$ cat src/rtl/core/srts_pkg.sv
// Shared types and constants for the shortest-remaining-time scheduler.
// No dependencies; imported by shortest_remaining_time_scheduler_top.
package srts_pkg;

    // default number of job slots
    localparam int SLOTS_DEF = 16;

    // field widths
    localparam int FUNC_W   = 2;
    localparam int SLOT_F_W = 4;
    localparam int NAME_W   = 8;
    localparam int TIME_W   = 16;
    localparam int TICK_W   = 24;
    localparam int JOBS_W   = 5;

    localparam logic [TICK_W-1:0] TICK_MAX = {TICK_W{1'b1}};

    // item function codes
    typedef enum logic [FUNC_W-1:0] {
        FUNC_LOAD  = 2'd0,
        FUNC_TICK  = 2'd1,
        FUNC_CLEAR = 2'd2,
        FUNC_NONE  = 2'd3
    } srts_func_t;

    // sequencer states
    typedef enum logic [1:0] {
        ST_IDLE,
        ST_SCAN,
        ST_CALC,
        ST_DONE
    } srts_state_t;

    // one job slot as held in the slot memory
    typedef struct packed {
        logic [TIME_W-1:0] rem;
        logic [TIME_W-1:0] arr;
        logic [TIME_W-1:0] burst;
        logic [NAME_W-1:0] name;
    } srts_entry_t;

endpackage

$ cat src/rtl/core/shortest_remaining_time_scheduler_top.sv
// Preemptive shortest-remaining-time scheduler: slot memory, scan sequencer, result register.
// Depends on srts_pkg.
//
// Load, clear and unknown beats are taken while idle and give no result. A tick beat
// scans the slots taking part, min(jobs_in_use, SLOTS), one slot per cycle through the
// single read port of the slot memory and one shared compare unit, then passes through
// the calc and done states; its result is loaded into the output register once that
// register is free. The block does not take a new beat while a tick is in progress.
// Reset and clear empty all slots at once through per-slot valid bits; no clearing
// pass is needed.
module shortest_remaining_time_scheduler_top
    import srts_pkg::*;
#(
    parameter int SLOTS = SLOTS_DEF
) (
    input  logic                aclk,
    input  logic                aresetn,
    // configuration
    input  logic                cfg_wr_en,
    input  logic [JOBS_W-1:0]   cfg_wr_data,
    // input channel
    input  logic                s_valid,
    output logic                s_ready,
    input  logic [FUNC_W-1:0]   s_func,
    input  logic [SLOT_F_W-1:0] s_slot,
    input  logic [NAME_W-1:0]   s_job_name,
    input  logic [TIME_W-1:0]   s_arrival,
    input  logic [TIME_W-1:0]   s_burst,
    // result channel
    output logic                m_valid,
    input  logic                m_ready,
    output logic [TICK_W-1:0]   m_now,
    output logic                m_idle,
    output logic [SLOT_F_W-1:0] m_running_slot,
    output logic [NAME_W-1:0]   m_running_name,
    output logic                m_finished,
    output logic [TICK_W-1:0]   m_turnaround,
    output logic [TICK_W-1:0]   m_waiting
);

    localparam int SLOT_W = (SLOTS > 1) ? $clog2(SLOTS) : 1;
    localparam int CNT_W  = $clog2(SLOTS + 1);

    // slot memory and per-slot valid bits
    srts_entry_t            mem [SLOTS];
    logic [SLOTS-1:0]       valid_reg;

    // control and datapath registers
    srts_state_t            state_reg, state_next;
    logic [JOBS_W-1:0]      jobs_reg;
    logic [TICK_W-1:0]      tick_reg;
    logic [CNT_W-1:0]       idx_reg;
    logic                   rd_live_reg;
    logic                   rd_ok_reg;
    logic [SLOT_W-1:0]      rd_idx_reg;
    srts_entry_t            rd_data_reg;
    logic                   found_reg;
    logic [SLOT_W-1:0]      best_idx_reg;
    srts_entry_t            best_reg;
    logic [TICK_W:0]        turn_reg;
    logic                   m_valid_reg;

    logic                   in_beat;
    logic                   load_ok;
    logic [CNT_W-1:0]       scan_cnt;
    logic                   scan_more;
    logic                   eligible;
    logic                   out_free;
    logic                   mem_we;
    logic [SLOT_W-1:0]      mem_waddr;
    srts_entry_t            mem_wdata;
    logic [TIME_W-1:0]      rem_dec;
    logic                   done_now;
    logic [TICK_W:0]        wait_full;

    assign in_beat  = s_valid && s_ready;
    assign load_ok  = (int'(s_slot) < SLOTS);
    assign out_free = !m_valid_reg || m_ready;

    // number of slots taking part
    always_comb begin
        if (int'(jobs_reg) >= SLOTS) begin
            scan_cnt = CNT_W'(SLOTS);
        end else begin
            scan_cnt = CNT_W'(jobs_reg);
        end
    end

    assign scan_more = (idx_reg < scan_cnt);

    // shared compare unit: slot read last cycle against the best so far
    assign eligible = rd_live_reg && rd_ok_reg && (rd_data_reg.rem != '0)
                      && ({{(TICK_W-TIME_W){1'b0}}, rd_data_reg.arr} <= tick_reg)
                      && (!found_reg || (rd_data_reg.rem < best_reg.rem));

    // state register
    always_ff @(posedge aclk) begin
        if (!aresetn) begin
            state_reg <= ST_IDLE;
        end else begin
            state_reg <= state_next;
        end
    end

    // next state and handshake
    always_comb begin
        state_next = state_reg;
        s_ready    = 1'b0;
        case (state_reg)
            ST_IDLE: begin
                s_ready = 1'b1;
                if (s_valid && (srts_func_t'(s_func) == FUNC_TICK)) begin
                    state_next = ST_SCAN;
                end
            end
            ST_SCAN: begin
                if (!scan_more) begin
                    state_next = ST_CALC;
                end
            end
            ST_CALC: begin
                state_next = ST_DONE;
            end
            ST_DONE: begin
                if (out_free) begin
                    state_next = ST_IDLE;
                end
            end
            default: begin
                state_next = ST_IDLE;
            end
        endcase
    end

    assign done_now = (state_reg == ST_DONE) && out_free;
    assign rem_dec  = best_reg.rem - TIME_W'(1);

    // memory write port: load beat or write-back of the chosen slot
    always_comb begin
        mem_we    = 1'b0;
        mem_waddr = SLOT_W'(s_slot);
        mem_wdata = '{rem: s_burst, arr: s_arrival, burst: s_burst, name: s_job_name};
        if (in_beat && (srts_func_t'(s_func) == FUNC_LOAD) && load_ok) begin
            mem_we = 1'b1;
        end else if (done_now && found_reg) begin
            mem_we    = 1'b1;
            mem_waddr = best_idx_reg;
            mem_wdata = '{rem: rem_dec, arr: best_reg.arr, burst: best_reg.burst,
                          name: best_reg.name};
        end
    end

    // slot memory
    always_ff @(posedge aclk) begin
        if (mem_we) begin
            mem[mem_waddr] <= mem_wdata;
        end
        rd_data_reg <= mem[idx_reg[SLOT_W-1:0]];
    end

    // valid bits, register and tick counter
    always_ff @(posedge aclk) begin
        if (!aresetn) begin
            valid_reg <= '0;
            jobs_reg  <= '0;
            tick_reg  <= '0;
        end else begin
            if (cfg_wr_en) begin
                jobs_reg <= cfg_wr_data;
            end
            if (in_beat && (srts_func_t'(s_func) == FUNC_CLEAR)) begin
                valid_reg <= '0;
                tick_reg  <= '0;
            end else begin
                if (mem_we) begin
                    valid_reg[mem_waddr] <= 1'b1;
                end
                if (done_now && (tick_reg != TICK_MAX)) begin
                    tick_reg <= tick_reg + TICK_W'(1);
                end
            end
        end
    end

    // scan sequencer and best-slot tracking
    always_ff @(posedge aclk) begin
        if (!aresetn) begin
            idx_reg     <= '0;
            rd_live_reg <= 1'b0;
            found_reg   <= 1'b0;
        end else begin
            rd_live_reg <= (state_reg == ST_SCAN) && scan_more;
            if (in_beat) begin
                idx_reg   <= '0;
                found_reg <= 1'b0;
            end else if ((state_reg == ST_SCAN) && scan_more) begin
                idx_reg <= idx_reg + CNT_W'(1);
            end
            if (eligible) begin
                found_reg <= 1'b1;
            end
        end
    end

    // read side info and best slot payload
    always_ff @(posedge aclk) begin
        rd_ok_reg  <= valid_reg[idx_reg[SLOT_W-1:0]] && (int'(idx_reg) < SLOTS);
        rd_idx_reg <= idx_reg[SLOT_W-1:0];
        if (eligible) begin
            best_idx_reg <= rd_idx_reg;
            best_reg     <= rd_data_reg;
        end
        // turnaround of the chosen job if it finishes this tick
        if (state_reg == ST_CALC) begin
            turn_reg <= {1'b0, tick_reg} + (TICK_W+1)'(1)
                        - (TICK_W+1)'(best_reg.arr);
        end
    end

    // waiting time, clamped at zero
    always_comb begin
        if (turn_reg >= (TICK_W+1)'(best_reg.burst)) begin
            wait_full = turn_reg - (TICK_W+1)'(best_reg.burst);
        end else begin
            wait_full = '0;
        end
    end

    // result register
    always_ff @(posedge aclk) begin
        if (!aresetn) begin
            m_valid_reg <= 1'b0;
        end else begin
            if (done_now) begin
                m_valid_reg <= 1'b1;
            end else if (m_ready) begin
                m_valid_reg <= 1'b0;
            end
        end
    end

    always_ff @(posedge aclk) begin
        if (done_now) begin
            m_now          <= tick_reg;
            m_idle         <= !found_reg;
            m_running_slot <= found_reg ? SLOT_F_W'(best_idx_reg) : '0;
            m_running_name <= found_reg ? best_reg.name : '0;
            if (found_reg && (rem_dec == '0)) begin
                m_finished   <= 1'b1;
                m_turnaround <= turn_reg[TICK_W-1:0];
                m_waiting    <= wait_full[TICK_W-1:0];
            end else begin
                m_finished   <= 1'b0;
                m_turnaround <= '0;
                m_waiting    <= '0;
            end
        end
    end

    assign m_valid = m_valid_reg;

endmodule

$ cat config.mk
export PLATFORM = sky130hd
export DESIGN_NAME = shortest_remaining_time_scheduler_top
export DESIGN_NICKNAME = d
export VERILOG_FILES = /design/src/rtl/core/srts_pkg.sv /design/src/rtl/core/shortest_remaining_time_scheduler_top.sv
export SDC_FILE = /design/constraint.sdc
export NUM_CORES = 1
export LEC_CHECK = 0
export BUFFER_PORTS_ARGS = -buffer_cell sky130_fd_sc_hd__buf_4
export CELL_PAD_IN_SITES_DETAIL_PLACEMENT = 0
export CELL_PAD_IN_SITES_GLOBAL_PLACEMENT = 1
export CORE_MARGIN = 8
export CORE_UTILIZATION = 54
export DETAILED_ROUTE_END_ITERATION = 10
export PLACE_DENSITY = 0.86
export REMOVE_ABC_BUFFERS = 1
export SLEW_MARGIN = 20
export SYNTH_ARGS = -nofsm -noshare
export SYNTH_HDL_FRONTEND = slang
export SYNTH_SLANG_ARGS = --single-unit
$ cat constraint.sdc
create_clock -name aclk -period 10.4 [get_ports aclk]
set_input_delay 2.08 -clock aclk [delete_from_list [all_inputs] [get_ports aclk]]
set_output_delay 2.08 -clock aclk [all_outputs]
set_load 0.05 [all_outputs]
==> run_summary.xml, run 1 <==
<?xml version="1.0" encoding="UTF-8"?>
<metrics>
  <group name="job">
    <metric name="maximum_capacitance_violations" unit="">0</metric>
  </group>
  <group name="timing">
    <metric name="hold_violations" unit="">0</metric>
    <metric name="maximum_clock_frequency" unit="GHz">0.191</metric>
    <metric name="fin_worst_skew" unit="ns">0.0690</metric>
    <metric name="setup_total_negative_slack" unit="ns">0</metric>
    <metric name="final-max-slew-violation-count" unit="">0</metric>
    <metric name="worst_pin_slew" unit="ns">1.14</metric>
    <metric name="timing.final.setup_violations" unit="">0</metric>
    <metric name="period_share" unit="">0.505</metric>
    <metric name="final_critical_period" unit="ns">5.25</metric>
    <metric name="slew_headroom" unit="">0.235</metric>
    <metric name="grt_setup_unrepaired" unit="">false</metric>
  </group>
  <group name="global_route">
    <metric name="gr-usage-all-layers" unit="">0.231</metric>
    <metric name="antenna_found_initial" unit="">3</metric>
    <metric name="aggregate_global_routing_overflow" unit="">0</metric>
    <metric name="first_pass_grt_wire_length" unit="mm">169</metric>
    <metric name="grt_start_max_net_pins" unit="">102</metric>
    <metric name="vias_in_the_first_global_route" unit="">25600</metric>
  </group>
  <group name="drt">
    <metric name="detail_route.drc_violations" unit="">0</metric>
    <metric name="routed_vias" unit="">25300</metric>
    <metric name="number_of_drc_markers_in_iteration_0" unit="">3004</metric>
    <metric name="postRouteAntennaNets" unit="">0</metric>
    <metric name="drt-total-wl" unit="mm">116</metric>
    <metric name="route.detailed.wl_per_inst" unit="um">28.8</metric>
    <metric name="drtPass1Iterations" unit="">5</metric>
    <metric name="viasPerCell" unit="">6.29</metric>
  </group>
  <group name="synth">
    <metric name="ys_async_sr_fraction" unit="">0</metric>
    <metric name="synth-edff-count" unit="">1067</metric>
    <metric name="synth.cell_area" unit="mm2">0.0475</metric>
    <metric name="synth_sequential_area_ratio" unit="">0.723</metric>
    <metric name="yosys_warnings" unit="">0</metric>
    <metric name="dominantRegCellSynth" unit="">sky130_fd_sc_hd__edfxtp_1</metric>
    <metric name="syn-mean-instance-area" unit="um2">18.8</metric>
    <metric name="yosys_register_bits" unit="">1183</metric>
    <metric name="cell_count_after_synthesis" unit="">2528</metric>
    <metric name="yosys.cell_types.count" unit="">82</metric>
  </group>
  <group name="power">
    <metric name="comb_power_share" unit="">0.077</metric>
    <metric name="power_per_cell_area" unit="mW/mm2">190</metric>
    <metric name="ir_worst_vdd" unit="mV">0.176</metric>
    <metric name="p_sw_frac" unit="">0.225</metric>
    <metric name="power.leakage" unit="nW">17.9</metric>
    <metric name="power_frac_clock" unit="">0.406</metric>
    <metric name="power.sequential.fraction" unit="">0.517</metric>
    <metric name="power.internal" unit="mW">8.00</metric>
    <metric name="power_dissipated_by_switching_net_loads" unit="mW">2.32</metric>
  </group>
  <group name="setup_path">
    <metric name="start_kind" unit="">input port</metric>
    <metric name="cp-end-kind" unit="">flop</metric>
    <metric name="timing.critical_path.required" unit="ns">10.67</metric>
    <metric name="cp.arrival" unit="ns">5.52</metric>
    <metric name="setup.worst_path.class" unit="">in -&gt; reg</metric>
    <metric name="path_common_cell" unit="">sky130_fd_sc_hd__buf_4</metric>
    <metric name="cp_cell_sequence" unit="">buf_4 &gt; nand4bb_1 &gt; nand4_1 &gt; buf_4 &gt; a31oi_1 &gt; nor2_4 &gt; buf_4</metric>
    <metric name="critPathSlowestCell" unit="">sky130_fd_sc_hd__nor2_4</metric>
    <metric name="crit_path_max_incr_delay" unit="ns">0.98</metric>
    <metric name="highest_net_fanout_along_the_worst_path" unit="">46</metric>
  </group>
  <group name="clock_tree">
    <metric name="cts_resized" unit="">0</metric>
    <metric name="cts_hold_repair.buffers" unit="">0</metric>
    <metric name="tritoncts" unit="">built</metric>
    <metric name="post_cts.repair.setup_buffers" unit="">0</metric>
    <metric name="clk-insertion-delay-late" unit="ns">0.70</metric>
    <metric name="numCtsBuffers" unit="">114</metric>
    <metric name="path_clk_slew" unit="ns">0.06</metric>
    <metric name="root_buffer" unit="">sky130_fd_sc_hd__clkbuf_16</metric>
    <metric name="cts.sink_count" unit="">1183</metric>
    <metric name="htree_levels" unit="">3</metric>
    <metric name="cts-root-to-sink-buffers" unit="">3</metric>
  </group>
  <group name="place">
    <metric name="dpl.hpwl" unit="mm">69.1</metric>
    <metric name="place.gp.congestion" unit="">0.875</metric>
    <metric name="dpl.cell_count" unit="">3789</metric>
    <metric name="io_buffer_count" unit="">143</metric>
  </group>
  <group name="cells_and_area">
    <metric name="layout-drive-gt1-share" unit="">0.254</metric>
    <metric name="largest_register_ffs" unit="">896</metric>
    <metric name="nFillCells" unit="">5874</metric>
    <metric name="finish.cell_count_without_fillers" unit="">4018</metric>
    <metric name="area_growth" unit="%">14.2</metric>
    <metric name="finalNetCount" unit="">2930</metric>
  </group>
  <group name="floorplanning">
    <metric name="die_w" unit="um">313</metric>
    <metric name="fp-row-count" unit="">108</metric>
    <metric name="coreArea" unit="mm2">0.0870</metric>
    <metric name="io_pins" unit="">144</metric>
    <metric name="die_h" unit="um">313</metric>
    <metric name="die_area" unit="mm2">0.0977</metric>
    <metric name="floorplan.initialDensity" unit="">0.546</metric>
  </group>
  <group name="worst_hold_path">
    <metric name="hold_class" unit="">reg -&gt; reg</metric>
  </group>
  <group name="run_status">
    <metric name="run_status" unit="">finished clean</metric>
  </group>
</metrics>
## metrics by stage
| stage | cell area, um2 | setup WS, ns | util | total power, mW | hold WS [ns] |
|---|---|---|---|---|---|
| 2_1_floorplan | 47100 | -0.373 | - | 6.12 | 0.386 |
| 3_3_place_gp | 50200 | 4.71 | 0.577 | 6.19 | 0.387 |
| 3_5_place_dp | 50300 | 4.61 | 0.578 | 6.22 | 0.389 |
| 4_1_cts | 54100 | 5.27 | 0.621 | 10.3 | 0.399 |
| 5_1_grt | 54200 | 5.10 | 0.623 | 10.6 | 0.405 |
| 6_report | 54200 | 5.15 | 0.623 | 10.3 | 0.399 |
## cells in the mapped netlist (3+ instances only)
library cell               instances  area, um2
sky130_fd_sc_hd__xor2_1            7       61.3
sky130_fd_sc_hd__or3_1             4       25.0
sky130_fd_sc_hd__and4_1            5       43.8
sky130_fd_sc_hd__ha_1            109       1360
sky130_fd_sc_hd__clkbuf_1         66        248
sky130_fd_sc_hd__o21a_1           18        135
sky130_fd_sc_hd__or4_1             4       30.0
sky130_fd_sc_hd__nand3_1          24        120
sky130_fd_sc_hd__a211oi_2          3       37.5
sky130_fd_sc_hd__mux4_2          285       6420
sky130_fd_sc_hd__mux2i_1           9       90.1
sky130_fd_sc_hd__o211ai_1          5       37.5
sky130_fd_sc_hd__nand4_1          16        100
sky130_fd_sc_hd__a21o_1           11       82.6
sky130_fd_sc_hd__and3_1           13       81.3
sky130_fd_sc_hd__o21bai_1          7       52.6
sky130_fd_sc_hd__a21boi_0          4       30.0
sky130_fd_sc_hd__inv_1            96        360
sky130_fd_sc_hd__a211oi_1         19        143
sky130_fd_sc_hd__xnor2_1          59        517
sky130_fd_sc_hd__a22oi_1           3       22.5
sky130_fd_sc_hd__nor3b_1           6       45.0
sky130_fd_sc_hd__nor4b_1           4       35.0
sky130_fd_sc_hd__a31oi_1          16        100
sky130_fd_sc_hd__dfxtp_1         116       2320
sky130_fd_sc_hd__nor3_1           30        150
sky130_fd_sc_hd__o31ai_1           5       37.5
sky130_fd_sc_hd__nor4_1           15       93.8
sky130_fd_sc_hd__or2_2             5       31.3
sky130_fd_sc_hd__and2_1           41        257
sky130_fd_sc_hd__nor2_1           94        353
sky130_fd_sc_hd__and3b_1           3       26.3
sky130_fd_sc_hd__or4b_1            3       30.0
sky130_fd_sc_hd__o21ai_0          70        350
sky130_fd_sc_hd__buf_1             4       15.0
sky130_fd_sc_hd__buf_2            27        135
sky130_fd_sc_hd__o41ai_1           5       43.8
sky130_fd_sc_hd__nand2_1         120        450
sky130_fd_sc_hd__nand2b_1          9       56.3
sky130_fd_sc_hd__edfxtp_1       1067      32000
sky130_fd_sc_hd__nor2b_1          21        131
sky130_fd_sc_hd__a21oi_1          46        230
## placed cells by master (no fill, tap or decap), types with 9 or more instances in the layout
cell	synthesis	layout
sky130_fd_sc_hd__o21a_1	18	18
sky130_fd_sc_hd__dfxtp_1	116	112
sky130_fd_sc_hd__ha_1	109	108
sky130_fd_sc_hd__buf_4	1	206
sky130_fd_sc_hd__mux4_2	285	285
sky130_fd_sc_hd__clkinv_1	0	15
sky130_fd_sc_hd__a21o_1	11	11
sky130_fd_sc_hd__nor2_1	94	78
sky130_fd_sc_hd__inv_1	96	95
sky130_fd_sc_hd__nor4_1	15	13
sky130_fd_sc_hd__a31oi_1	16	16
sky130_fd_sc_hd__o21ai_1	0	19
sky130_fd_sc_hd__and3_1	13	13
sky130_fd_sc_hd__xnor2_1	59	59
sky130_fd_sc_hd__a21oi_1	46	46
sky130_fd_sc_hd__clkinvlp_4	0	12
sky130_fd_sc_hd__nand2_1	120	120
sky130_fd_sc_hd__clkbuf_16	0	116
sky130_fd_sc_hd__mux2i_1	9	9
sky130_fd_sc_hd__clkbuf_1	66	26
sky130_fd_sc_hd__bufinv_16	0	11
sky130_fd_sc_hd__nor2_4	0	16
sky130_fd_sc_hd__edfxtp_1	1067	1067
sky130_fd_sc_hd__o21ai_0	70	50
sky130_fd_sc_hd__nand2b_1	9	9
sky130_fd_sc_hd__nand3_1	24	24
sky130_fd_sc_hd__nor2b_1	21	21
sky130_fd_sc_hd__nor3_1	30	30
sky130_fd_sc_hd__nand4_1	16	16
sky130_fd_sc_hd__and2_1	41	41
sky130_fd_sc_hd__clkinv_2	0	18
sky130_fd_sc_hd__a211oi_1	19	19
## cell families (layout without fill, tap and decap cells)
family	after synthesis	in the layout	synth area share
and+or+nand+nor	433	433	0.0472
other	0	1	0
buffers and inverters	197	531	0.0165
DFF	1183	1183	0.723
AOI/OAI and AO/OA	244	244	0.0341
muxes	294	294	0.137
xor gates and xnor gates	66	66	0.0122
adders and majority gates	111	111	0.0296
## cell type report
class                      count  area (um2)  share of cell area
sequential                  1183       34400               0.634
multi-input combinational   1148       12500               0.230
clock buffer                 147        3070              0.0566
timing repair buffer         219        1730              0.0319
tap                         1155        1450              0.0267
clock inverter                68         736              0.0136
inverter                      97         367             0.00676
antenna                        1        2.50           0.0000461
## critical path, delay by kind of cell
kind / cells / cell delay (ns)
AOI/OAI and AO/OA: 1 / 0.48
buffers and inverters: 3 / 1.36
and+or+nand+nor: 3 / 1.55
## power groups by stage
| stage | Sequential (mW) | Combinational, mW | Clock [mW] |
|---|---|---|---|
| 2_1_floorplan | 5.51 | 0.603 | 0 |
| 3_3_place_gp | 5.43 | 0.760 | 0 |
| 3_5_place_dp | 5.44 | 0.783 | 0 |
| 4_1_cts | 5.34 | 0.791 | 4.21 |
| 5_1_grt | 5.34 | 0.849 | 4.38 |
| 6_report | 5.33 | 0.794 | 4.18 |
## worst paths after layout
| check | cells after the start | startpoint | slack [ns] | to |
|---|---|---|---|---|
| setup reg to reg | 9 | state_reg[0]$_SDFFE_PN0P_ | 5.90 | mem[8][18]$_DFFE_PP_ |
| hold / removal | 0 | rd_idx_reg[1]$_DFF_P_ | 0.40 | best_idx_reg[1]$_DFFE_PP_ |
| setup / recovery | 7 | s_func[0] | 5.15 | mem[8][18]$_DFFE_PP_ |
| hold reg to reg | 0 | rd_idx_reg[1]$_DFF_P_ | 0.40 | best_idx_reg[1]$_DFFE_PP_ |
## metal layers
metal | GRT usage | up-vias | wire length (um)
met4 | 0.0636 | 4 | 2860
met2 | 0.382 | 1433 | 56900
met5 | 0 | - | 27
met1 | 0.310 | 13000 | 44800
met3 | 0.0528 | 193 | 11300
li1 | - | 10600 | -
(Power assumes the default switching activity.)
==> inputs of run 2 (changes only) <==
==> constraint.sdc (replaced) <==
create_clock -name aclk -period 5.05 [get_ports aclk]
set_input_delay 1.01 -clock aclk [delete_from_list [all_inputs] [get_ports aclk]]
set_output_delay 1.01 -clock aclk [all_outputs]
set_load 0.05 [all_outputs]
==> run 2 against run 1 <==
- wire length is 2.8% higher
- largest cell class unchanged
- core utilization hardly changed
- clock skew is 0.0012 ns higher
- die area stayed put
==> run_summary.xml, run 2 (synthesis results as in run 1) <==
<?xml version="1.0" encoding="UTF-8"?>
<metrics>
  <group name="run_status">
    <metric name="run_status" unit="">finished clean</metric>
  </group>
  <group name="floorplanning">
    <metric name="die_w" unit="um">313</metric>
    <metric name="io_pins" unit="">144</metric>
    <metric name="die_area" unit="mm2">0.0977</metric>
    <metric name="fp-row-count" unit="">108</metric>
    <metric name="coreArea" unit="mm2">0.0870</metric>
    <metric name="floorplan.initialDensity" unit="">0.546</metric>
    <metric name="die_h" unit="um">313</metric>
  </group>
  <group name="setup_path">
    <metric name="cp.arrival" unit="ns">3.98</metric>
    <metric name="highest_net_fanout_along_the_worst_path" unit="">45</metric>
    <metric name="setup.worst_path.class" unit="">reg -&gt; reg</metric>
    <metric name="cp-end-kind" unit="">flop</metric>
    <metric name="timing.critical_path.required" unit="ns">5.36</metric>
    <metric name="start_kind" unit="">flop</metric>
    <metric name="worst_r2r_path_depth" unit="">6</metric>
  </group>
  <group name="cells_and_area">
    <metric name="post-route-util" unit="">0.623</metric>
    <metric name="layout-drive-gt1-share" unit="">0.249</metric>
    <metric name="final_cell_area" unit="mm2">0.0543</metric>
    <metric name="area_growth" unit="%">14.2</metric>
    <metric name="finish.cell_count_without_fillers" unit="">4002</metric>
    <metric name="seq_area" unit="mm2">0.0344</metric>
    <metric name="mostFrequentLayoutCell" unit="">sky130_fd_sc_hd__edfxtp_1</metric>
    <metric name="largest_register_ffs" unit="">896</metric>
    <metric name="insertedDiodeCount" unit="">0</metric>
    <metric name="finalNetCount" unit="">2917</metric>
    <metric name="area_taken_by_multi_input_logic_gates" unit="mm2">0.0125</metric>
    <metric name="final_cell_mix" unit="">1067 x sky130_fd_sc_hd__edfxtp_1, 285 x sky130_fd_sc_hd__mux4_2, 187 x sky130_fd_sc_hd__buf_4</metric>
    <metric name="nFillCells" unit="">5785</metric>
  </group>
  <group name="timing">
    <metric name="hold_violations" unit="">0</metric>
    <metric name="timing.final.setup_violations" unit="">0</metric>
    <metric name="maximum_clock_frequency" unit="GHz">0.273</metric>
    <metric name="slew_headroom" unit="">0.256</metric>
    <metric name="worst_pin_slew" unit="ns">1.11</metric>
    <metric name="final_critical_period" unit="ns">3.67</metric>
    <metric name="fin_worst_skew" unit="ns">0.0701</metric>
    <metric name="worst_hold_slack" unit="ns">0.396</metric>
    <metric name="period_share" unit="">0.726</metric>
    <metric name="final-max-slew-violation-count" unit="">0</metric>
    <metric name="setup_total_negative_slack" unit="ns">0</metric>
    <metric name="post-route-worst-setup-slack" unit="ns">1.38</metric>
    <metric name="grt_setup_unrepaired" unit="">false</metric>
  </group>
  <group name="place">
    <metric name="dpl.cell_count" unit="">3783</metric>
    <metric name="place.gp.congestion" unit="">0.854</metric>
    <metric name="io_buffer_count" unit="">143</metric>
    <metric name="dpl.hpwl" unit="mm">68.6</metric>
    <metric name="place_ws" unit="ns">0.933</metric>
    <metric name="postPlaceCellArea" unit="mm2">0.0504</metric>
  </group>
  <group name="global_route">
    <metric name="aggregate_global_routing_overflow" unit="">0</metric>
    <metric name="grt_use_met2" unit="">0.397</metric>
    <metric name="first_pass_grt_wire_length" unit="mm">173</metric>
    <metric name="vias_in_the_first_global_route" unit="">25900</metric>
    <metric name="globalRouteMet1Util" unit="">0.314</metric>
    <metric name="gr-usage-all-layers" unit="">0.239</metric>
    <metric name="antenna_found_initial" unit="">5</metric>
    <metric name="busiest_layer" unit="">met2</metric>
    <metric name="grt_start_max_net_pins" unit="">100</metric>
    <metric name="global_route.usage.met3" unit="">0.0574</metric>
  </group>
  <group name="clock_tree">
    <metric name="path_clk_slew" unit="ns">0.06</metric>
    <metric name="cts_hold_repair.buffers" unit="">0</metric>
    <metric name="htree_levels" unit="">3</metric>
    <metric name="numCtsBuffers" unit="">112</metric>
    <metric name="cts.sink_count" unit="">1183</metric>
    <metric name="post_cts.repair.setup_buffers" unit="">0</metric>
    <metric name="cts-root-to-sink-buffers" unit="">3</metric>
    <metric name="tritoncts" unit="">built</metric>
    <metric name="clk-insertion-delay-late" unit="ns">0.74</metric>
    <metric name="root_buffer" unit="">sky130_fd_sc_hd__clkbuf_16</metric>
    <metric name="cts_resized" unit="">0</metric>
  </group>
  <group name="power">
    <metric name="p_sw_frac" unit="">0.229</metric>
    <metric name="power_frac_clock" unit="">0.402</metric>
    <metric name="power_per_cell_area" unit="mW/mm2">390</metric>
    <metric name="ir_worst_vdd" unit="mV">0.338</metric>
    <metric name="power.leakage" unit="nW">17.8</metric>
    <metric name="power_dissipated_by_switching_net_loads" unit="mW">4.84</metric>
    <metric name="comb_power_share" unit="">0.079</metric>
    <metric name="power.total" unit="mW">21.1</metric>
    <metric name="power.internal" unit="mW">16.3</metric>
    <metric name="power.sequential.fraction" unit="">0.519</metric>
  </group>
  <group name="worst_hold_path">
    <metric name="whs_path_depth" unit="">0</metric>
    <metric name="hold_class" unit="">reg -&gt; reg</metric>
  </group>
  <group name="drt">
    <metric name="viasPerCell" unit="">6.32</metric>
    <metric name="drt-total-wl" unit="mm">119</metric>
    <metric name="number_of_drc_markers_in_iteration_0" unit="">2996</metric>
    <metric name="postRouteAntennaNets" unit="">0</metric>
    <metric name="detail_route.drc_violations" unit="">0</metric>
    <metric name="routed_vias" unit="">25300</metric>
    <metric name="route.detailed.wl_per_inst" unit="um">29.8</metric>
    <metric name="drtPass1Iterations" unit="">5</metric>
  </group>
  <group name="job">
    <metric name="maximum_capacitance_violations" unit="">0</metric>
  </group>
</metrics>
run 2: cell types whose count changed in the layout (fill, tap and decap cells not counted), sizes merged:
cell / previous run / this run
inv: 102 / 105
diode: 1 / 0
bufinv: 11 / 10
clkbuf: 151 / 145
buf: 215 / 208
clkinvlp: 12 / 8
run 2: critical path: stages, from the launching register on:
cell and delay (ns):
sky130_fd_sc_hd__dfxtp_1 0.34, sky130_fd_sc_hd__inv_1 0.09, sky130_fd_sc_hd__ha_1 0.25, sky130_fd_sc_hd__nor4bb_1 0.70, sky130_fd_sc_hd__a31oi_1 0.49, sky130_fd_sc_hd__nor2_4 0.57, sky130_fd_sc_hd__buf_4 0.78
run 2: area by class of cell:
class	instances	area share
Sequential cell	1183	0.634
Clock buffer	145	0.0547
Tap cell	1155	0.0266
Timing Repair Buffer	208	0.0332
Clock inverter	66	0.0145
Multi-Input combinational cell	1148	0.231
Inverter	97	0.00676
run 2: final timing paths:
| path | from | end | slack [ns] |
|---|---|---|---|
| setup / recovery | state_reg[1]$_SDFFE_PN0P_ | mem[7][25]$_DFFE_PP_ | 1.38 |
| setup reg to reg | state_reg[1]$_SDFFE_PN0P_ | mem[7][25]$_DFFE_PP_ | 1.38 |
| hold reg to reg | rd_idx_reg[3]$_DFF_P_ | best_idx_reg[3]$_DFFE_PP_ | 0.40 |
| hold / removal | rd_idx_reg[3]$_DFF_P_ | best_idx_reg[3]$_DFFE_PP_ | 0.40 |
run 2: layer usage:
metal  vias up  wire (um)
li1      10600          -
met1     13000      43800
met2      1517      58800
met3       212      13300
met4         0       3230
met5         -          0
run 2: power by group through the flow:
stage	clock (mW)	sequential [mW]	combinational (mW)
global route	8.94	11.0	1.79
finish	8.50	11.0	1.67
floorplan	0	11.4	1.24
CTS	8.60	11.0	1.67
global placement	0	11.2	1.60
detailed placement	0	11.2	1.64
